## src/rtl/rsnh_pkg.sv

```systemverilog
`timescale 1ns / 1ps
// package: shared types, constants and widths for the ray/sphere nearest hit block
package rsnh_pkg;

    // table depth default and field widths
    localparam int MAX_SPHERES_DEF = 64;
    localparam int CNT_W  = 7;
    localparam int DIST_W = 31;
    localparam int SLOT_W = 6;
    localparam int CFG_IW = 2;
    localparam int CFG_DW = 32;

    // datapath widths
    localparam int OPW  = 68;   // multiplier operand, signed
    localparam int PRW  = 136;  // multiplier product, signed
    localparam int AW_A = 64;   // d.d, unsigned
    localparam int DSW  = 134;  // discriminant
    localparam int SQW  = 67;   // square root
    localparam int NUMW = 70;   // h +- s, signed
    localparam int NW   = 86;   // (h +- s) * 2^16, signed
    localparam int DVW  = 95;   // divider remainder
    localparam int TW   = 31;   // quotient, Q16.16 distance

    // register indexes
    localparam logic [CFG_IW-1:0] REG_COUNT = 2'd0;
    localparam logic [CFG_IW-1:0] REG_MIN   = 2'd1;
    localparam logic [CFG_IW-1:0] REG_MAX   = 2'd2;

    // register reset values
    localparam logic [CNT_W-1:0]  COUNT_RST = 7'd0;
    localparam logic [DIST_W-1:0] MIN_RST   = 31'd66;
    localparam logic [DIST_W-1:0] MAX_RST   = 31'h7fff_ffff;

    // request op codes
    localparam logic OP_LOAD  = 1'b0;
    localparam logic OP_TRACE = 1'b1;

    typedef struct packed {
        logic               op;
        logic [5:0]         slot;
        logic signed [31:0] center_x;
        logic signed [31:0] center_y;
        logic signed [31:0] center_z;
        logic [30:0]        radius;
        logic signed [31:0] origin_x;
        logic signed [31:0] origin_y;
        logic signed [31:0] origin_z;
        logic signed [31:0] dir_x;
        logic signed [31:0] dir_y;
        logic signed [31:0] dir_z;
    } t_in_req;

    typedef struct packed {
        logic        hit;
        logic [30:0] nearest_t;
        logic [5:0]  hit_slot;
        logic        outside_hit;
    } t_out_res;

    typedef struct packed {
        logic signed [31:0] cx;
        logic signed [31:0] cy;
        logic signed [31:0] cz;
        logic [30:0]        r;
    } t_ball;

    // start strobe of an iterative unit
    typedef struct packed {
        logic start;
    } t_unit_ctl;

    typedef enum logic [3:0] {
        ST_IDLE, ST_MSTART, ST_MWAIT, ST_ACHK, ST_READ, ST_LATCH, ST_DCHK,
        ST_SQRT_GO, ST_SQRT_WAIT, ST_ROOT, ST_DIV_WAIT, ST_NEXT, ST_DONE
    } t_state;

    typedef enum logic [3:0] {
        MOP_AX, MOP_AY, MOP_AZ, MOP_HX, MOP_HY, MOP_HZ,
        MOP_CX, MOP_CY, MOP_CZ, MOP_CR, MOP_HH, MOP_AC
    } t_mop;

endpackage

```

## src/rtl/rsnh_sqrt.sv

```systemverilog
`timescale 1ns / 1ps
// digit-by-digit integer square root, one result bit per cycle
module rsnh_sqrt import rsnh_pkg::*; (
    input  logic           i_clk,
    input  logic           i_rst_n,
    input  t_unit_ctl      i_ctl,
    input  logic [DSW-1:0] i_x,
    output logic           o_done,
    output logic [SQW-1:0] o_root
);

    logic             r_busy;
    logic             r_done;
    logic [6:0]       r_cnt;
    logic [DSW-1:0]   r_x;
    logic [SQW+2:0]   r_rem;
    logic [SQW-1:0]   r_root;
    logic [SQW+2:0]   rem2;
    logic [SQW+2:0]   trial;
    logic             take;

    // one restoring step
    assign rem2  = {r_rem[SQW:0], r_x[DSW-1:DSW-2]};
    assign trial = (SQW+3)'({r_root, 2'b01});
    assign take  = (rem2 >= trial);

    always_ff @(posedge i_clk) begin
        if (!i_rst_n) begin
            r_busy <= 1'b0;
            r_done <= 1'b0;
            r_cnt  <= '0;
        end else begin
            r_done <= 1'b0;
            if (i_ctl.start) begin
                r_busy <= 1'b1;
                r_cnt  <= '0;
            end else if (r_busy) begin
                r_cnt <= r_cnt + 7'd1;
                if (r_cnt == 7'(SQW - 1)) begin
                    r_busy <= 1'b0;
                    r_done <= 1'b1;
                end
            end
        end
    end

    always_ff @(posedge i_clk) begin
        if (i_ctl.start) begin
            r_x    <= i_x;
            r_rem  <= '0;
            r_root <= '0;
        end else if (r_busy) begin
            r_x    <= {r_x[DSW-3:0], 2'b00};
            r_rem  <= take ? rem2 - trial : rem2;
            r_root <= {r_root[SQW-2:0], take};
        end
    end

    assign o_done = r_done;
    assign o_root = r_root;

endmodule

```

## config.mk

```make
export PLATFORM = sky130hd
export DESIGN_NAME = rsnh_sqrt
export DESIGN_NICKNAME = d
export VERILOG_FILES = /design/src/rtl/rsnh_pkg.sv /design/src/rtl/rsnh_sqrt.sv
export SDC_FILE = /design/constraint.sdc
export NUM_CORES = 1
export LEC_CHECK = 0
export CAP_MARGIN = 25
export CORE_MARGIN = 5
export CORE_UTILIZATION = 65
export CTS_CLUSTER_SIZE = 24
export DETAILED_ROUTE_END_ITERATION = 16
export DONT_BUFFER_PORTS = 1
export PLACE_DENSITY = 0.81
export SYNTH_ARGS = -nofsm -noshare
export SYNTH_HDL_FRONTEND = slang
export SYNTH_SLANG_ARGS = --single-unit
```

## constraint.sdc

```tcl
create_clock -name i_clk -period 5.5 [get_ports i_clk]
set_input_delay 1.375 -clock i_clk [delete_from_list [all_inputs] [get_ports i_clk]]
set_output_delay 1.375 -clock i_clk [all_outputs]
set_load 0.02 [all_outputs]
```

# == Word level (Yosys, flattened, before mapping) ==
# Cells that the tools add are included.
# W data, S select, Z words.
# op_classes
n_mux,7
n_reduce_logical,3
order_cmp,1
addsub,2
bitwise,2
eq_ne,1
# ops
cell,count
$mux W134,2
$ge A70 B69 Y1,1
$mux W68,1
$sub A68 B68 Y68,1
$add A7 B1 Y7 const B,1
$eq A7 B7 Y1 const B,1
$mux W1,4
$reduce_or A3 Y1,1
$not A1 Y1,2
$reduce_bool A2 Y1,1
$reduce_or A2 Y1,1
# word_totals
output_inout_bits,68
wordCells,22
in_bits,137
register_bits,278

# == Longest topological paths before layout ==
# Gate-level depths: netlist of run 1.
# logic_depth
word_depth,4
mapped_depth,15
depth_no_buf,12

# == Worst setup path before layout of run 1 ==
# No wires, ideal clock.
# synth_path
path_kind,in2reg
startpoint,in i_ctl
endpoint,reg r_x[0] (enable)
required_ns,5.014
setup_ns,0.486
path_stages,4
arrival_ns,4.592
n_path_buf,2
setup_slack_ns,0.422
path_cell_list,clkbuf_1 clkbuf_1 nor2_1 inv_1
# synth_via
elab_chain_len,1
# synth_rtl
item,line_no,text
from (decl),rsnh_sqrt.sv:6,"input t_unit_ctl i_ctl,"
$reduce_bool A2 Y1 (no line),-,
to (signal assigned),rsnh_sqrt.sv:49,r_x <= i_x;
to (signal assigned),rsnh_sqrt.sv:53,"r_x <= {r_x[DSW-3:0], 2'b00};"
to (decl),rsnh_sqrt.sv:15,logic [DSW-1:0] r_x;
# No other way between the ends.
# A chain may end at the register's enable or synchronous reset.

# == Worst setup path in the final report of run 1 ==
# layout_path
startpoint,reg r_root[47] (netlist: o_root[47])
endpoint,reg r_rem[46]
# layout_via
elab_chain_len,2
# layout_rtl
item,line_no,text
from (decl),rsnh_sqrt.sv:17,logic [SQW-1:0] r_root;
from (signal assigned),rsnh_sqrt.sv:55,"r_root <= {r_root[SQW-2:0], take};"
$ge A70 B69 Y1,rsnh_sqrt.sv:25,assign take = (rem2 >= trial);
$mux W68,rsnh_sqrt.sv:54,r_rem <= take ? rem2 - trial : rem2;
to (signal assigned),rsnh_sqrt.sv:54,
to (decl),rsnh_sqrt.sv:16,logic [SQW+2:0] r_rem;
# No other way between the ends.

==> impl_metrics.env, run 1 <==
export IMPL_outcome="finished, final reports clean"
export IMPL_cp_common_cell="a31oi_1"
export IMPL_async_flop_share=0
export IMPL_start_util=0.661
export IMPL_synth_area_sq_mm=0.0156
export IMPL_hold_ws_ns=0.487
export IMPL_crit_type="reg -> reg"
export IMPL_rsz0062_at_grt="no"
export IMPL_hold_violations=0
export IMPL_crit_arrival_ns=4.58
export IMPL_cpPeakStageDelay_ns=1.00
export IMPL_max_freq_mhz=243
export IMPL_pwr_share_comb=0.472
export IMPL_rows=56
export IMPL_num_vias=11600
export IMPL_yosysWarnings=0
export IMPL_drt_iter0_drc=898
export IMPL_drt_vias_per_instance=6.17
export IMPL_ff_latch_area_sq_mm=0.00691
export IMPL_crit_path_start_kind="flip-flop"
export IMPL_p_per_area_mw_per_mm2=532
export IMPL_syn2layout_area_growth_pct=7.04
export IMPL_ys_flop_type="dfxtp_1"
export IMPL_relSlewSlack=0.251
export IMPL_clock_sinks=278
export IMPL_io_pin_count=205
export IMPL_clk_pin_slew_worst_paths_ns=0.06
export IMPL_cp_slowest_cell="nor3_1"
export IMPL_drt_met1_wl_um=15200
export IMPL_p_int_mw=5.28
export IMPL_leakage_nw=6.37
export IMPL_path_max_fanout=27
export IMPL_dr_wl_met3_um=3520
export IMPL_syn_area_per_cell_sq_um=9.73
export IMPL_clk_latency_ns=0.57
export IMPL_cp_end_kind="flip-flop"
export IMPL_synth_edf_count=134
export IMPL_drv_cap=0
export IMPL_path_cells="inv_1 -> ha_1 -> a21oi_1 -> o21ai_1 -> a211o_1 -> a31oi_1 -> nand3_1 -> a31oi_1 -> nand2_2 -> nor3_1 -> a22oi_1 -> o21ai_0"
export IMPL_required_ns=5.97
export IMPL_drive_above_1_share=0.131
export IMPL_yosysSeqAreaShare=0.444
export IMPL_p_seq_frac=0.296
export IMPL_cts_resized=0
export IMPL_routabilityCongestion=0.914
export IMPL_routed_top_layer="met5"
export IMPL_dr_wl_met2_um=16300
export IMPL_clockRootBuffer="clkbuf_16"
export IMPL_cts_max_level=1
export IMPL_syn_inst=1598
export IMPL_wl_um=35800
export IMPL_cts_setup_buffers=0
export IMPL_portBuffers=0
export IMPL_overflow=0
export IMPL_grt_max_degree=269
export IMPL_fin_crit_ns=4.11
export IMPL_cp_top_family="simple AND/OR/NAND/NOR gates"
export IMPL_hpwl_um=24600
export IMPL_multi_input_area_sq_mm=0.00791
export IMPL_fin_crit_sh=0.748
export IMPL_setup_violations_final=0
export IMPL_clockBufferDepth=3
export IMPL_tightest_slew_ns=1.12
export IMPL_crit_buf_inv=1
export IMPL_drv_slew=0
export IMPL_ys_types=65
export IMPL_ctsHoldBuffers=0
export IMPL_die_h_um=165
export IMPL_wl_per_cell_um=19.0
export IMPL_drc=0
export IMPL_ant_nets=0
export IMPL_fin_nets=1743
export IMPL_die_x_um=165
export IMPL_peakVddDrop_mv=0.452
export IMPL_cts_made_buffers=30
export IMPL_synth_seq_cells=278
export IMPL_grt_pass1_vias=11200
export IMPL_switchingPower_mw=3.58
export IMPL_netSwitchingFraction=0.404
export IMPL_hp_class="reg -> reg"
export IMPL_core_area_sq_mm=0.0235
export IMPL_drtPass1Iterations=5
export IMPL_fin_skew_ns=0.0321
export IMPL_track_usage=0.259
export IMPL_cts_tree="yes"
export IMPL_p_clk_frac=0.232
export IMPL_antenna_found_initial=10
export IMPL_fp_dieArea_sq_mm=0.0271
export IMPL_synth_nets=1806
export IMPL_grt_pass1_wl_um=57900
export IMPL_nFillCells=1740
export IMPL_timing_setup_tns_ns=0
-- path summary, 6_finish.rpt --
| kind | start | to | slack (ns) | cells after the start |
|---|---|---|---|---|
| setup / recovery | o_root[47] | r_rem[46] | 1.39 | 12 |
| hold / removal | r_rem[6] | r_rem[8] | 0.49 | 2 |
| setup reg to reg | o_root[47] | r_rem[46] | 1.39 | 12 |
| hold reg to reg | r_rem[6] | r_rem[8] | 0.49 | 2 |
-- stage by stage --
step	instances	worst slack (ns)	utilization	power, mW	cell area (sq um)
final	1882	1.39	0.707	8.86	16600
after global placement	1822	1.60	0.663	6.68	15600
after global routing	1879	1.21	0.707	9.45	16600
after CTS	1878	1.54	0.707	8.84	16600
after floorplan	1598	0.422	-	5.90	15600
after detailed placement	1822	1.55	0.663	6.75	15600
-- cells by family (layout without fill, tap and decap cells) --
kind of cell             after synthesis  after routing  share of synthesized area
AO/OA/AOI/OAI                        339            339                      0.145
XOR/XNOR                              66             66                     0.0372
adder cells (fa/ha/maj)               71             71                     0.0571
buffers and inverters                192            153                     0.0477
flip-flops                           278            278                      0.444
multiplexers                         204            204                      0.142
other                                  0              4                          0
AND/OR/NAND/NOR                      448            448                      0.127
-- power by group through the flow --
stage / sequential, mW / clock, mW / combinational [mW]
finish: 2.62 / 2.06 / 4.18
floorplan: 2.60 / 0 / 3.31
CTS: 2.62 / 2.10 / 4.12
detailed placement: 2.66 / 0 / 4.09
global placement: 2.65 / 0 / 4.03
global route: 2.65 / 2.19 / 4.62
-- placed cells by master (no fill, tap or decap), types with 35 or more instances in the layout --
| master | netlist | layout |
|---|---|---|
| nor2_1 | 178 | 178 |
| dfxtp_1 | 144 | 143 |
| nand2_1 | 142 | 141 |
| edfxtp_1 | 134 | 134 |
| mux2_2 | 133 | 133 |
| a21oi_1 | 92 | 92 |
| inv_1 | 88 | 87 |
| mux2i_1 | 71 | 71 |
| ha_1 | 71 | 71 |
| o21ai_0 | 42 | 42 |
| xnor2_1 | 40 | 40 |
| a311oi_1 | 35 | 35 |
-- state kept, by name, indices dropped and copies added (netlist names) --
| signal | count |
|---|---|
| r_x | 134 |
| o_root | 67 |
| r_busy | 1 |
| r_rem | 68 |
| r_cnt | 7 |
| o_done | 1 |
-- cells in the mapped netlist (5+ instances only) --
library cell  instances  share of area
o211ai_1              6         0.0029
nand2b_1              7         0.0028
a31oi_1              17         0.0068
a311oi_1             35          0.020
ha_1                 71          0.057
inv_1                88          0.021
nand3_1              28         0.0090
dfxtp_1             144           0.19
o21a_1               11         0.0053
a22oi_1               6         0.0029
and3_1               10         0.0040
o21ai_0              42          0.014
and2_1                6         0.0024
nor4_1               11         0.0044
nand2_1             142          0.034
nor2_1              178          0.043
xor2_1               26          0.015
o31ai_1               9         0.0043
nor2b_1               5         0.0020
clkbuf_1             79          0.019
xnor2_1              40          0.023
buf_1                 7         0.0017
nor3_1               19         0.0061
edfxtp_1            134           0.26
o21bai_1             15         0.0072
a211oi_1             26          0.013
buf_2                17         0.0055
nand4_1              24         0.0097
a21oi_1              92          0.030
o21ai_1              14         0.0045
mux2_2              133          0.096
a21o_1               30          0.014
mux2i_1              71          0.046
-- tightest hold or removal path: cells and delay by family (launching register included) --
kind	cells	cell delay, ns
flip-flops	1	0.33
AO/OA/AOI/OAI	1	0.07
AND/OR/NAND/NOR	1	0.06
-- area by class of cell --
| cell class | count | share of cell area |
|---|---|---|
| multi-input cells | 1128 | 0.475 |
| inverters | 89 | 0.0202 |
| clock inverters | 15 | 0.0109 |
| clock buffers | 41 | 0.0506 |
| repair buffers | 8 | 0.00361 |
| well taps | 319 | 0.0240 |
| flip-flops and latches | 278 | 0.415 |
| diodes | 4 | 0.000601 |
-- layer usage --
metal	vias up	track usage
met5	-	0
met4	16	0.0597
met3	72	0.0968
met2	417	0.407
met1	5469	0.344
li1	5639	-
Power figures use the tool's default switching activity.
==> run 2, diff against run 1 <==
Settings changed: ABC_AREA set to 1, CORE_UTILIZATION 65 to 59, PLACE_DENSITY 0.81 to 0.78.
Clock period 5.5 ns to 3.7 ns, I/O delays scaled along.
==> impl_metrics.env, run 2 <==
export IMPL_outcome="finished, final reports clean"
export IMPL_track_usage=0.312
export IMPL_max_freq_mhz=308
export IMPL_required_ns=4.20
export IMPL_drt_iter0_drc=1266
export IMPL_fin_crit_sh=0.878
export IMPL_ys_types=43
export IMPL_overflow=0
export IMPL_crit_arrival_ns=3.75
export IMPL_largest_reg_flops=134
export IMPL_clk_latency_ns=0.56
export IMPL_clock_sinks=278
export IMPL_die_x_um=182
export IMPL_fp_dieArea_sq_mm=0.0332
export IMPL_syn_area_per_cell_sq_um=6.67
export IMPL_final_common_cell="nand2_1"
export IMPL_relSlewSlack=0.295
export IMPL_grt_max_degree=154
export IMPL_grt_pass1_wl_um=83700
export IMPL_cts_max_level=1
export IMPL_syn_inst=2625
export IMPL_multi_input_area_sq_mm=0.00872
export IMPL_routabilityCongestion=1.00
export IMPL_regMostFlops="r_x"
export IMPL_num_antenna_cells=0
export IMPL_ctsHoldBuffers=0
export IMPL_path_cells="inv_1 -> ha_1 -> nand2_1 -> nand2_1 -> nand2_1 -> nand3_1 -> nand2_1 -> nand3_2 -> nand2_1 -> nand3_2 -> nand2_4 -> buf_4 -> nand4_1 -> nand3_1 -> nand2_1 -> inv_1"
export IMPL_cts_made_buffers=28
export IMPL_die_h_um=182
export IMPL_crit_type="reg -> reg"
export IMPL_yosysSeqAreaShare=0.394
export IMPL_path_max_fanout=48
export IMPL_ff_latch_area_sq_mm=0.00691
export IMPL_final_cell_mix="nand2_1 (1095), inv_1 (384), nor2_1 (190), nand3_1 (150), dfxtp_1 (143)"
export IMPL_fin_crit_ns=3.25
export IMPL_ys_flop_type="dfxtp_1"
export IMPL_synth_edf_count=134
export IMPL_portBuffers=0
export IMPL_grt_pass1_vias=15900
export IMPL_fin_skew_ns=0.0183
export IMPL_wl_per_cell_um=17.8
export IMPL_timing_setup_tns_ns=0
export IMPL_ant_nets=0
export IMPL_nFillCells=2735
export IMPL_clockBufferDepth=3
export IMPL_drt_vias_per_instance=5.53
export IMPL_cp_end_kind="flip-flop"
export IMPL_core_area_sq_mm=0.0295
export IMPL_cpPeakStageDelay_ns=0.57
export IMPL_num_vias=16600
export IMPL_cts_tree="yes"
export IMPL_hpwl_um=40600
export IMPL_wl_um=53300
export IMPL_yosysMostFrequentCell="nand2_1"
export IMPL_yosys_top_cells_count="nand2_1 (1095), inv_1 (384), nor2_1 (190)"
export IMPL_yosysWarnings=0
export IMPL_syn2layout_area_growth_pct=6.60
export IMPL_rows=63
export IMPL_final_util=0.633
export IMPL_tightest_slew_ns=1.06
export IMPL_cp_slowest_cell="buf_4"
export IMPL_synth_top_area_share=0.235
export IMPL_fin_nets=2796
export IMPL_yosysTopAreaCell="nand2_1"
export IMPL_io_pin_count=205
export IMPL_clk_pin_slew_worst_paths_ns=0.06
export IMPL_drc=0
export IMPL_drive_above_1_share=0.0387
export IMPL_crit_path_start_kind="flip-flop"
export IMPL_clockRootBuffer="clkbuf_16"
export IMPL_drv_cap=0
export IMPL_hp_class="reg -> reg"
export IMPL_rsz0062_at_grt="no"
export IMPL_hold_violations=0
export IMPL_cp_common_cell="nand2_1"
export IMPL_synth_seq_cells=278
export IMPL_drv_slew=0
export IMPL_cts_resized=0
export IMPL_drtPass1Iterations=6
export IMPL_cts_setup_buffers=0
export IMPL_synth_nets=2833
export IMPL_synth_area_sq_mm=0.0175
export IMPL_setup_violations_final=0
export IMPL_antenna_found_initial=0
export IMPL_start_util=0.594
export IMPL_synth_area_leaders="nand2_1 (23%), edfxtp_1 (23%), dfxtp_1 (16%)"
export IMPL_async_flop_share=0
==> run 2: final cells by class <==
class,instances,area share
Inverter,399,0.0806
Clock buffer,38,0.0434
Multi-Input combinational cell,1864,0.467
Sequential cell,278,0.370
Tap cell,390,0.0261
Clock inverter,14,0.00516
Timing Repair Buffer,17,0.00751
==> run 2: worst paths after layout <==
path,from,endpoint,slack [ns],cells after the start
worst max-delay path,o_root[1],r_rem[12],0.45,16
worst min register to register,r_rem[5],r_rem[5],0.48,2
worst max register to register,o_root[1],r_rem[12],0.45,16
worst min-delay path,r_rem[5],r_rem[5],0.48,2
==> run 2: cells by family (layout without fill, tap and decap cells) <==
| kind of cell | after synthesis | count (layout) | share of synthesized area |
|---|---|---|---|
| buffers and inverters | 483 | 468 | 0.108 |
| flip-flops | 278 | 278 | 0.394 |
| adder cells (fa/ha/maj) | 71 | 71 | 0.0507 |
| XOR/XNOR | 31 | 31 | 0.0155 |
| AND/OR/NAND/NOR | 1563 | 1563 | 0.367 |
| AO/OA/AOI/OAI | 199 | 199 | 0.0651 |
==> run 2: per-stage QoR <==
stage / std cells / setup slack (ns) / area, sq um / hold WS, ns
6_report: 3000 / 0.452 / 18700 / 0.479
3_5_place_dp: 2948 / 0.521 / 17800 / 0.468
3_3_place_gp: 2948 / 0.553 / 17800 / 0.462
2_1_floorplan: 2625 / 0.719 / 17500 / 0.448
5_1_grt: 3000 / 0.172 / 18700 / 0.477
4_1_cts: 3000 / 0.475 / 18700 / 0.471
==> run 2: layer usage <==
layer	up-vias	wire length, um	global-route usage
met3	113	4580	0.0574
met2	723	24300	0.512
met1	7560	22300	0.412
met4	0	2140	0.116
li1	8204	-	-
met5	-	0	0
==> run 2: critical path, delay by kind of cell (launching register included) <==
kind | cells | cell delay (ns)
adder cells (fa/ha/maj) | 1 | 0.40
buffers and inverters | 3 | 0.76
flip-flops | 1 | 0.48
AND/OR/NAND/NOR | 12 | 1.54
Power of run 2 is not shown: default switching activity piles up to over one toggle a cycle in this logic, so the estimate is an artifact.
