`config.mk`:
```
export PLATFORM = sky130hd
export DESIGN_NAME = rsnh_div
export DESIGN_NICKNAME = d
export VERILOG_FILES = /design/src/rtl/rsnh_pkg.sv /design/src/rtl/rsnh_div.sv
export SDC_FILE = /design/constraint.sdc
export NUM_CORES = 1
export LEC_CHECK = 0
export BUFFER_PORTS_ARGS = -buffer_cell sky130_fd_sc_hd__clkbuf_2
export CAP_MARGIN = 20
export CORE_AREA = 3 3 214 216
export DETAILED_ROUTE_END_ITERATION = 10
export DIE_AREA = 0 0 217 219
export GPL_TIMING_DRIVEN = 0
export PLACE_DENSITY = 0.55
export SLEW_MARGIN = 25
export SYNTH_ARGS = -nofsm -noshare
export SYNTH_HDL_FRONTEND = slang
export SYNTH_SLANG_ARGS = --single-unit
```
`constraint.sdc`:
```
create_clock -name i_clk -period 7.2 [get_ports i_clk]
set_input_delay 1.44 -clock i_clk [delete_from_list [all_inputs] [get_ports i_clk]]
set_output_delay 1.44 -clock i_clk [all_outputs]
set_load 0.01 [all_outputs]
```
`src/rtl/rsnh_pkg.sv`:
```
`timescale 1ns / 1ps
// package: shared types, constants and widths for the ray/sphere nearest hit block
package rsnh_pkg;

    // table depth default and field widths
    localparam int MAX_SPHERES_DEF = 64;
    localparam int CNT_W  = 7;
    localparam int DIST_W = 31;
    localparam int SLOT_W = 6;
    localparam int CFG_IW = 2;
    localparam int CFG_DW = 32;

    // datapath widths
    localparam int OPW  = 68;   // multiplier operand, signed
    localparam int PRW  = 136;  // multiplier product, signed
    localparam int AW_A = 64;   // d.d, unsigned
    localparam int DSW  = 134;  // discriminant
    localparam int SQW  = 67;   // square root
    localparam int NUMW = 70;   // h +- s, signed
    localparam int NW   = 86;   // (h +- s) * 2^16, signed
    localparam int DVW  = 95;   // divider remainder
    localparam int TW   = 31;   // quotient, Q16.16 distance

    // register indexes
    localparam logic [CFG_IW-1:0] REG_COUNT = 2'd0;
    localparam logic [CFG_IW-1:0] REG_MIN   = 2'd1;
    localparam logic [CFG_IW-1:0] REG_MAX   = 2'd2;

    // register reset values
    localparam logic [CNT_W-1:0]  COUNT_RST = 7'd0;
    localparam logic [DIST_W-1:0] MIN_RST   = 31'd66;
    localparam logic [DIST_W-1:0] MAX_RST   = 31'h7fff_ffff;

    // request op codes
    localparam logic OP_LOAD  = 1'b0;
    localparam logic OP_TRACE = 1'b1;

    typedef struct packed {
        logic               op;
        logic [5:0]         slot;
        logic signed [31:0] center_x;
        logic signed [31:0] center_y;
        logic signed [31:0] center_z;
        logic [30:0]        radius;
        logic signed [31:0] origin_x;
        logic signed [31:0] origin_y;
        logic signed [31:0] origin_z;
        logic signed [31:0] dir_x;
        logic signed [31:0] dir_y;
        logic signed [31:0] dir_z;
    } t_in_req;

    typedef struct packed {
        logic        hit;
        logic [30:0] nearest_t;
        logic [5:0]  hit_slot;
        logic        outside_hit;
    } t_out_res;

    typedef struct packed {
        logic signed [31:0] cx;
        logic signed [31:0] cy;
        logic signed [31:0] cz;
        logic [30:0]        r;
    } t_ball;

    // start strobe of an iterative unit
    typedef struct packed {
        logic start;
    } t_unit_ctl;

    typedef enum logic [3:0] {
        ST_IDLE, ST_MSTART, ST_MWAIT, ST_ACHK, ST_READ, ST_LATCH, ST_DCHK,
        ST_SQRT_GO, ST_SQRT_WAIT, ST_ROOT, ST_DIV_WAIT, ST_NEXT, ST_DONE
    } t_state;

    typedef enum logic [3:0] {
        MOP_AX, MOP_AY, MOP_AZ, MOP_HX, MOP_HY, MOP_HZ,
        MOP_CX, MOP_CY, MOP_CZ, MOP_CR, MOP_HH, MOP_AC
    } t_mop;

endpackage

```
`src/rtl/rsnh_div.sv`:
```
`timescale 1ns / 1ps
// restoring divider for the Q16.16 root, one quotient bit per cycle
module rsnh_div import rsnh_pkg::*; (
    input  logic            i_clk,
    input  logic            i_rst_n,
    input  t_unit_ctl       i_ctl,
    input  logic [NW-2:0]   i_num,
    input  logic [AW_A-1:0] i_den,
    output logic            o_done,
    output logic [TW-1:0]   o_quot
);

    logic           r_busy;
    logic           r_done;
    logic [4:0]     r_cnt;
    logic [DVW-1:0] r_rem;
    logic [DVW-1:0] r_den;
    logic [TW-1:0]  r_quot;
    logic           take;

    assign take = (r_rem >= r_den);

    always_ff @(posedge i_clk) begin
        if (!i_rst_n) begin
            r_busy <= 1'b0;
            r_done <= 1'b0;
            r_cnt  <= '0;
        end else begin
            r_done <= 1'b0;
            if (i_ctl.start) begin
                r_busy <= 1'b1;
                r_cnt  <= '0;
            end else if (r_busy) begin
                r_cnt <= r_cnt + 5'd1;
                if (r_cnt == 5'(TW - 1)) begin
                    r_busy <= 1'b0;
                    r_done <= 1'b1;
                end
            end
        end
    end

    // quotient bits from bit 30 down
    always_ff @(posedge i_clk) begin
        if (i_ctl.start) begin
            r_rem  <= DVW'(i_num);
            r_den  <= DVW'({i_den, 30'b0});
            r_quot <= '0;
        end else if (r_busy) begin
            if (take) begin
                r_rem <= r_rem - r_den;
            end
            r_den  <= {1'b0, r_den[DVW-1:1]};
            r_quot <= {r_quot[TW-2:0], take};
        end
    end

    assign o_done = r_done;
    assign o_quot = r_quot;

endmodule

```
# ---- Word level (Yosys, flattened, before mapping)
# Index checks and enable logic that the tools add are counted.
dict set report totals {
  out_inout_bits 32
  mem_bits_rw 0
  mem_count 0
  wordCells 29
  rom_bits 0
  reg_bits 227
  latchBits 0
}
dict set report classes {
  div 0
  multipliers 0
  reduce_logical 6
  addsub 2
  n_eq_ne 1
  n_shift 0
  mux 9
  bitwise 2
  order_cmp 1
}
# cell n
set ops {}
lappend ops {{85-bit 2-to-1 mux} 3}
lappend ops {{94-bit 2-to-1 mux} 2}
lappend ops {{95-bit by 94-bit >= comparator with 1-bit output} 1}
lappend ops {{95-bit by 94-bit subtractor with 95-bit output} 1}
lappend ops {{5-bit by 1-bit adder with 5-bit output, second input constant} 1}
lappend ops {{5-bit equality test, second input constant} 1}
lappend ops {{1-bit 2-to-1 mux} 4}
lappend ops {{2-bit AND reduction} 2}
lappend ops {{2-bit nonzero test} 2}
lappend ops {{3-bit OR reduction} 1}
lappend ops {{1-bit NOT} 2}
lappend ops {{2-bit OR reduction} 1}

# ---- Logic depth before layout (Yosys ltp)
# Gate-level depths: netlist (run 1).
dict set report logic_depth {
  depth_word 4
  ltp_mapped 15
  ltp_nobuf 14
}

# ---- Worst setup path before layout (run 1)
# Ideal clock, no wire load.
dict set report synth_path {
  kind {register to register}
  start {register r_rem[4]}
  end {register r_rem[0] (enable)}
  path_slack_ns 2.487
  path_buffers 0
  stages_incl_launch_ff 12
  arrival_time_ns 4.274
  required_time_ns 6.762
  cell_sequence {edfxtp_1 ha_1 nand2_1 a211oi_2 o21ai_2 o31ai_4 nand4_1 a211oi_2 o21ai_2 o31ai_4 nor2_1 inv_1}
}
dict set report synth_via {
  elab_chain_cells 3
}
# element line_no
set synth_lines {}
lappend synth_lines {{from (decl)} rsnh_div.sv:16} ;# logic [DVW-1:0] r_rem;
lappend synth_lines {{from (signal assigned)} rsnh_div.sv:46} ;# r_rem <= DVW'(i_num);
lappend synth_lines {{from (signal assigned)} rsnh_div.sv:51} ;# r_rem <= r_rem - r_den;
lappend synth_lines {{95-bit by 94-bit >= comparator with 1-bit output} rsnh_div.sv:21} ;# assign take = (r_rem >= r_den);
lappend synth_lines {{2-bit nonzero test (no line)} --}
lappend synth_lines {{2-bit AND reduction (no line)} --}
# No other way between the ends.
# A chain may end at the register's enable or synchronous reset.

# ---- Worst setup path in the final report (run 1)
dict set report layout_path {
  start {register r_den[49]}
  end {register r_rem[11] (enable)}
}
dict set report layout_via {
  elab_chain_cells 3
}
# element line_no
set layout_lines {}
lappend layout_lines {{from (decl)} rsnh_div.sv:17} ;# logic [DVW-1:0] r_den;
lappend layout_lines {{from (signal assigned)} rsnh_div.sv:47} ;# r_den <= DVW'({i_den, 30'b0});
lappend layout_lines {{from (signal assigned)} rsnh_div.sv:53} ;# r_den <= {1'b0, r_den[DVW-1:1]};
lappend layout_lines {{95-bit by 94-bit >= comparator with 1-bit output} rsnh_div.sv:21}
lappend layout_lines {{2-bit nonzero test (no line)} --}
lappend layout_lines {{2-bit AND reduction (no line)} --}
# No other way between the ends.

==> results.txt, run 1 <==
Fin. Hold Viols - 0
Non-Filler Instances - 2618
Area grow syn2layout - 17.1%
Slowest stage cell, crit path - nor4_1
Synth top area cells - edfxtp_1, dfxtp_1, ha_1
ANT cells - 0
Vias per inst - 5.24
Cells after synthesis - 1791
Syn Area/Cell - 8.55 µm²
Yosys warning count - 0
Reg-to-Reg Start - r_den[49]
Die Height - 219 µm
Seq cells post-synth - 227
# clock sinks - 227
Hold endpoint - r_rem[87]
Post-synth top flop - edfxtp_1
Post-synthesis instance area - 15300 µm²
# Max-Cap Violations - 0
Slew HR - 27.1%
Post_cts resized - 0
Worst path buffer plus inverter count - 4
Layout cells sized above 1 - 13.5%
CTS root buf - clkbuf_16
Drt total wl - 48500 µm
Pre-CTS setup slack - 2130 ps
Family with the most delay on the worst path - simple AND/OR/NAND/NOR gates
Slew @ Worst Pin - 1090 ps
Fin crit period - 4940 ps
Die W - 217 µm
Routed Antenna Nets - 0
CP startpoint - r_den[49]
Worst R2R End - r_rem[11]
Cell taking the most area after synthesis - edfxtp_1
Worst stage delay on the critical path - 640 ps
Fmax - 202 MHz
Synth async-reset ratio - 0%
Final instance area - 17900 µm²
Area share of the largest cell type after synthesis - 29.2%
Arrival time worst endpoint - 5160 ps
Vias - 13700
Final period util - 68.6%
Pwr Total - 5.01 mW
Post-CTS setup buffers - 0
Worst path cell trace - inv_1, ha_1, clkbuf_1, nand2_1, nor2_1, nand2_1, nor4_1, nand4_1, a211oi_2, o21ai_2, o31ai_4, nor2_1, inv_6, buf_16
Largest buffer count on any clock path - 3
Placed Area - 17000 µm²
# hold bufs at CTS - 0
Final RePlAce weighted congestion - 0.905
Unrepaired setup endpoints after global routing - no
Final setup fails - 0
Clk_lat worst skew - 570 ps
First-pass GRT wire length - 75900 µm
Final TNS setup - 0 ps
Num ports - 184
Critical path type - reg -> reg
Initial Utilization - 34.7%
# port buffers - 182
Top cells by count, synth - nand2_1, o21ai_0, nor2_1
PwrDens - 279 nW/µm²
Average wire per standard cell - 18.5 µm
Syn Nets - 2040
GRT Util Overall - 20.1%
Worst EP required - 7420 ps
R2R Setup Slk - 2260 ps
Largest net degree at the start of global routing - 57
LEAKAGE - 7.32 nW
Initial antenna violation count - 0
Overflow after GRT - 0
Hold slack - 488 ps
TritonCTS Buffers - 28
Status - finished clean
FF-to-FF path depth - 14
Placed cells - 2567
Critical Path End Type - flip-flop
Hold path cells - 1
Core Region - 44100 µm²
DRC viols - 0
Total die area - 47500 µm²
Vias in the first global route - 13700
Initial DRT Pass Iterations - 5
Worst Skew - 23.0 ps
CTS tree - done
Hold Path Origin - r_rem[87]
CTS H-tree depth - 1
HP Class - reg -> reg
Post-layout nets - 2254
Maximum vdd drop - 0.174 mV
CTS clk-pin slew, worst paths - 60 ps
Register area share after synthesis - 39.4%
Rows - 77
Startpoint type of the worst setup path - flip-flop
Critical path peak fanout - 56
Post-DP HPWL - 38200 µm
Netlist cell types - 71
Most frequent cell after synthesis - nand2_1
PnR worst setup slack - 2260 ps
Final Core Density - 40.6%
Slew Limit Fails - 0
Post-synth EDFFs - 149
1st-iter DRT viols - 792
## layer usage
| layer | global-route usage (%) | routed length [µm] | vias up |
|---|---|---|---|
| li1 | - | - | 6846 |
| met1 | 28.0 | 23000 | 6460 |
| met2 | 33.2 | 21900 | 352 |
| met3 | 2.42 | 2550 | 57 |
| met4 | 4.83 | 1050 | 0 |
| met5 | 0 | 0 | - |
## state kept, by name (all words and copies together) (netlist names)
register and cells:
o_done 1, o_quot 31, r_cnt 5, r_busy 1, r_rem 95, r_den 94
## layout make-up
type	instances	area [µm²]
Fill cell	4630	26200
Multi-Input combinational cell	1330	8380
Sequential cell	227	6040
Timing Repair Buffer	184	958
Clock buffer	42	820
Tap cell	592	741
Inverter	124	470
Buffer	110	443
Clock inverter	9	87.6
## layout by cell type, fill, tap and decap left out, drive strengths merged, types with 7 or more instances in the layout
cell and count:
a31oi 9, o21a 20, clkinv 8, nor4 9, a21boi 7, o31ai 72
inv 124, clkbuf 312, nor2 151, buf 24, nor3 19, a211oi 15
mux2i 62, nand3 14, ha 96, xor2 36, or3 9, o21bai 20
o21ai 168, nand4 52, edfxtp 149, a21oi 141, nand2 264, xnor2 56
a21o 29, dfxtp 78
## worst register-to-register path: cells and delay by family, from the launching register on
family | cells | cell delay [ps]
DFF | 1 | 330
AOI/OAI and AO/OA | 3 | 1190
adders and majority gates | 1 | 270
buffers and inverters | 4 | 990
and+or+nand+nor | 6 | 1800
## logic make-up (layout without fill, tap and decap cells)
family	after synthesis	count (layout)	synth area share, %
AO/OA/AOI/OAI	527	527	21.5
XOR/XNOR	92	92	5.26
adder cells (fa/ha/maj)	97	97	7.98
buffers and inverters	234	469	5.90
flip-flops	227	227	39.4
multiplexers	64	64	4.20
AND/OR/NAND/NOR	550	550	15.7
## power breakdown
part / switching, mW / total, mW / internal, mW
Sequential: 0.0470 / 1.63 / 1.58
Clock: 0.576 / 1.40 / 0.821
Combinational: 1.26 / 1.98 / 0.719
## worst max-delay path by stage
stage                 to  slack, ps  cells past startpoint
4_1_cts        r_rem[12]       2110                     14
3_3_place_gp   r_rem[16]        -90                     13
5_1_grt        r_rem[12]       1770                     14
2_1_floorplan   r_rem[0]       2490                     11
6_report       r_rem[11]       2260                     14
3_5_place_dp   r_rem[14]       2130                     13
No activity file was read; power rests on OpenSTA's default activity.
==> inputs of run 2 (changes only) <==
clock period = 5.2 ns   (was 7.2 ns; I/O delays follow)
==> results.txt, run 2 (synthesized netlist as in run 1, its figures left out) <==
Status - finished clean
Most frequent cells in the layout - nand2_1, clkbuf_2, o21ai_0, nor2_1, edfxtp_1
Area grow syn2layout - 17.2%
Startpoint type of the worst setup path - flip-flop
Num ports - 184
Most common cell after layout, fill and taps aside - nand2_1
PwrDens - 387 nW/µm²
Vias - 13700
DRC viols - 0
Final setup fails - 0
Largest buffer count on any clock path - 3
Drt total wl - 48600 µm
Die W - 217 µm
Layout cells sized above 1 - 13.6%
Initial antenna violation count - 0
Post-CTS setup buffers - 0
Hold slack - 487 ps
CTS H-tree depth - 1
CTS clk-pin slew, worst paths - 60 ps
Worst Skew - 22.1 ps
Worst EP required - 5420 ps
Unrepaired setup endpoints after global routing - no
Largest net degree at the start of global routing - 57
Most flops, register - r_rem
Total die area - 47500 µm²
Fin crit period - 4690 ps
# hold bufs at CTS - 0
Pwr Total - 6.93 mW
Final RePlAce weighted congestion - 0.905
Initial Utilization - 34.7%
TritonCTS Buffers - 28
# Max-Cap Violations - 0
Max reg flops - 95
CTS root buf - clkbuf_16
Final period util - 90.3%
Vias in the first global route - 13700
Die Height - 219 µm
Fin. Hold Viols - 0
Routed Antenna Nets - 0
Rows - 77
Average wire per standard cell - 18.6 µm
Critical path type - reg -> reg
GRT Util Overall - 20.1%
Overflow after GRT - 0
Critical Path End Type - flip-flop
Post-DP HPWL - 38200 µm
Initial DRT Pass Iterations - 5
PnR worst setup slack - 505 ps
Filler cell count - 4629
FF/Latch Area - 6040 µm²
Slew @ Worst Pin - 1090 ps
Arrival time worst endpoint - 4920 ps
HP Class - reg -> reg
ANT cells - 0
Core Region - 44100 µm²
Slew Limit Fails - 0
Area of the multi-input gates - 8380 µm²
CTS tree - done
Post-layout nets - 2254
Slew HR - 27.7%
Vias per inst - 5.25
LEAKAGE - 7.32 nW
Maximum vdd drop - 0.240 mV
FF-to-FF path depth - 14
Hold path cells - 1
Clk_lat worst skew - 570 ps
Fmax - 213 MHz
Pre-CTS setup slack - 128 ps
First-pass GRT wire length - 75900 µm
# port buffers - 182
# clock sinks - 227
Critical path peak fanout - 56
1st-iter DRT viols - 767
run 2: final timing paths:
kind | start | endpoint | slack, ps
setup / recovery | r_den[49] | r_rem[11] | 510
hold / removal | r_rem[87] | r_rem[87] | 490
setup reg to reg | r_den[49] | r_rem[11] | 510
hold reg to reg | r_rem[87] | r_rem[87] | 490
run 2: what timing repair did:
action | 4_1_cts | 5_1_grt
endpoints found under the hold margin | 0 | 0
setup endpoints to repair | 0 | 56
resized for setup | 0 | 1
run 2: cell type report:
| class | count | share of cell area, % |
|---|---|---|
| well taps | 592 | 4.13 |
| clock buffers | 42 | 4.57 |
| flip-flops and latches | 227 | 33.6 |
| clock inverters | 9 | 0.488 |
| plain buffers | 110 | 2.47 |
| repair buffers | 184 | 5.34 |
| inverters | 124 | 2.62 |
| multi-input cells | 1330 | 46.7 |
run 2: through the flow:
step / util (%) / instances / area, µm² / setup TNS [ps]
after global routing: 40.7 / 2618 / 17900 / 0
after floorplan: - / 1791 / 15300 / 0
after global placement: 38.4 / 2565 / 17000 / -178450
after detailed placement: 38.6 / 2567 / 17000 / 0
after CTS: 40.6 / 2618 / 17900 / 0
final: 40.7 / 2618 / 17900 / 0
run 2: power breakdown:
| part | total (mW) | internal, mW | switching (mW) |
|---|---|---|---|
| Combinational | 2.74 | 0.996 | 1.74 |
| Clock | 1.93 | 1.14 | 0.797 |
| Sequential | 2.26 | 2.19 | 0.0653 |
| Total | 6.93 | 4.33 | 2.61 |
run 2: critical path: stages, from the launching register on:
cell,delay [ps]
edfxtp_1,330
inv_1,60
ha_1,270
clkbuf_1,260
nand2_1,130
nor2_1,160
nand2_1,100
nor4_2,450
nand4_1,400
a211oi_2,470
o21ai_2,200
o31ai_4,500
nor2_1,310
inv_6,330
buf_16,340
run 2: routing by layer:
layer	up-vias	track usage, %	wire length (µm)
met5	-	0	0
met1	6451	28.0	22900
li1	6845	-	-
met2	381	33.2	21900
met3	63	2.42	2690
met4	0	4.83	1070
==> inputs of run 3 (changes only) <==
CORE_AREA = 3 3 164 166   (was 3 3 214 216)
DIE_AREA = 0 0 167 169   (was 0 0 217 219)
PLACE_DENSITY = 0.84   (was 0.55)
==> results.txt, run 3 (synthesized netlist as in run 1, its figures left out) <==
Vias - 14200
GRT Util Overall - 30.3%
Most frequent cells in the layout - nand2_1, clkbuf_2, o21ai_0, nor2_1, edfxtp_1
Average wire per standard cell - 18.7 µm
Maximum vdd drop - 0.287 mV
# Max-Cap Violations - 0
HP Class - reg -> reg
Post-DP HPWL - 34000 µm
PwrDens - 390 nW/µm²
Initial DRT Pass Iterations - 6
Die Height - 169 µm
Most flops, register - r_rem
Arrival time worst endpoint - 5090 ps
Critical path type - reg -> reg
Startpoint type of the worst setup path - flip-flop
PnR worst setup slack - 310 ps
Fin. Hold Viols - 0
Layout cells sized above 1 - 13.2%
Worst EP required - 5400 ps
Slew HR - 25.7%
Final instance area - 17600 µm²
Routed Antenna Nets - 0
Num ports - 184
Final setup fails - 0
Vias per inst - 6.01
Slew @ Worst Pin - 1110 ps
Final period util - 94.0%
Fin crit period - 4890 ps
Post-CTS setup buffers - 0
Most common cell after layout, fill and taps aside - nand2_1
CTS tree - done
Hold slack - 489 ps
CTS clk-pin slew, worst paths - 60 ps
Overflow after GRT - 0
Pre-CTS setup slack - 413 ps
TritonCTS Buffers - 26
Critical path peak fanout - 63
Die W - 167 µm
Reg-to-Reg Start - r_den[49]
Worst Skew - 14.3 ps
Drt total wl - 44000 µm
Area grow syn2layout - 14.8%
Unrepaired setup endpoints after global routing - no
Largest net degree at the start of global routing - 64
CTS root buf - clkbuf_16
Fmax - 204 MHz
Post-layout nets - 2252
Hold Path Origin - r_rem[87]
# port buffers - 182
FF/Latch Area - 6040 µm²
Total die area - 28200 µm²
First-pass GRT wire length - 70100 µm
Non-Filler Instances - 2358
DRC viols - 0
Hold endpoint - r_rem[87]
Final RePlAce weighted congestion - 0.965
Worst R2R End - r_rem[43]
Initial Utilization - 59.4%
CTS H-tree depth - 1
Critical Path End Type - flip-flop
Filler cell count - 2153
R2R Setup Slk - 310 ps
LEAKAGE - 7.29 nW
# hold bufs at CTS - 0
Hold path cells - 1
Rows - 59
ANT cells - 0
# clock sinks - 227
Slew Limit Fails - 0
Placed Area - 16700 µm²
Max reg flops - 95
Vias in the first global route - 13600
Clk_lat worst skew - 540 ps
FF-to-FF path depth - 14
Initial antenna violation count - 0
Area of the multi-input gates - 8380 µm²
Placed cells - 2310
Status - finished clean
Pwr Total - 6.85 mW
Post_cts resized - 0
Largest buffer count on any clock path - 3
1st-iter DRT viols - 1084
Core Region - 25800 µm²
==> run 3: cell count changes in the layout (fill, tap and decap cells not counted), sizes merged <==
cell / change
bufinv: +1
clkbuf: -11
clkinv: +3
clkinvlp: +2
inv: +2
==> run 3: routing by layer <==
| metal | up-vias | global-route usage, % | share of wire (%) |
|---|---|---|---|
| met2 | 552 | 50.6 | 47 |
| met4 | 0 | 10.7 | 3.4 |
| li1 | 6837 | - | - |
| met3 | 100 | 4.79 | 7.9 |
| met5 | - | 0 | 0 |
| met1 | 6673 | 40.2 | 42 |
==> run 3: per-stage QoR <==
stage	TNS, ps	util, %
6_report	0	68.2
5_1_grt	0	68.2
4_1_cts	0	68.2
3_5_place_dp	0	64.8
3_3_place_gp	-135770	64.6
2_1_floorplan	0	-
==> run 3: layout make-up <==
cell class | count | area share, %
sequential | 227 | 34.3
clock buffer | 31 | 4.11
multi-input combinational | 1330 | 47.7
tap | 335 | 2.39
inverter | 124 | 2.68
timing repair buffer | 184 | 5.45
buffer | 110 | 2.49
clock inverter | 17 | 0.883
==> run 3: how the worst max path moves through the flow <==
stage | start | to | slack, ps | cells past startpoint
after global placement | r_den[34] | r_rem[72] | -1600 | 12
after floorplan | r_rem[4] | r_rem[0] | 490 | 11
after detailed placement | r_den[34] | r_rem[72] | 410 | 13
after global routing | r_den[49] | r_rem[57] | 60 | 14
final | r_den[49] | r_rem[43] | 310 | 14
after CTS | r_den[34] | r_rem[20] | 410 | 13
==> run 3: where the power goes <==
part	internal, mW	total [mW]	switching, mW
sequential	2.19	2.26	0.0678
combinational	0.995	2.72	1.72
clock	1.09	1.87	0.772
total	4.28	6.85	2.56
==> run 3: worst max-delay path: stages, from the launching register on <==
cell and delay, ps:
edfxtp_1 330, inv_1 60, ha_1 270, clkbuf_1 270, nand2_1 130, nor2_1 160, nand2_1 110, nor4_1 560
nand4_1 430, a211oi_2 430, o21ai_2 180, o31ai_4 560, nor2_1 330, inv_6 310, buf_16 320
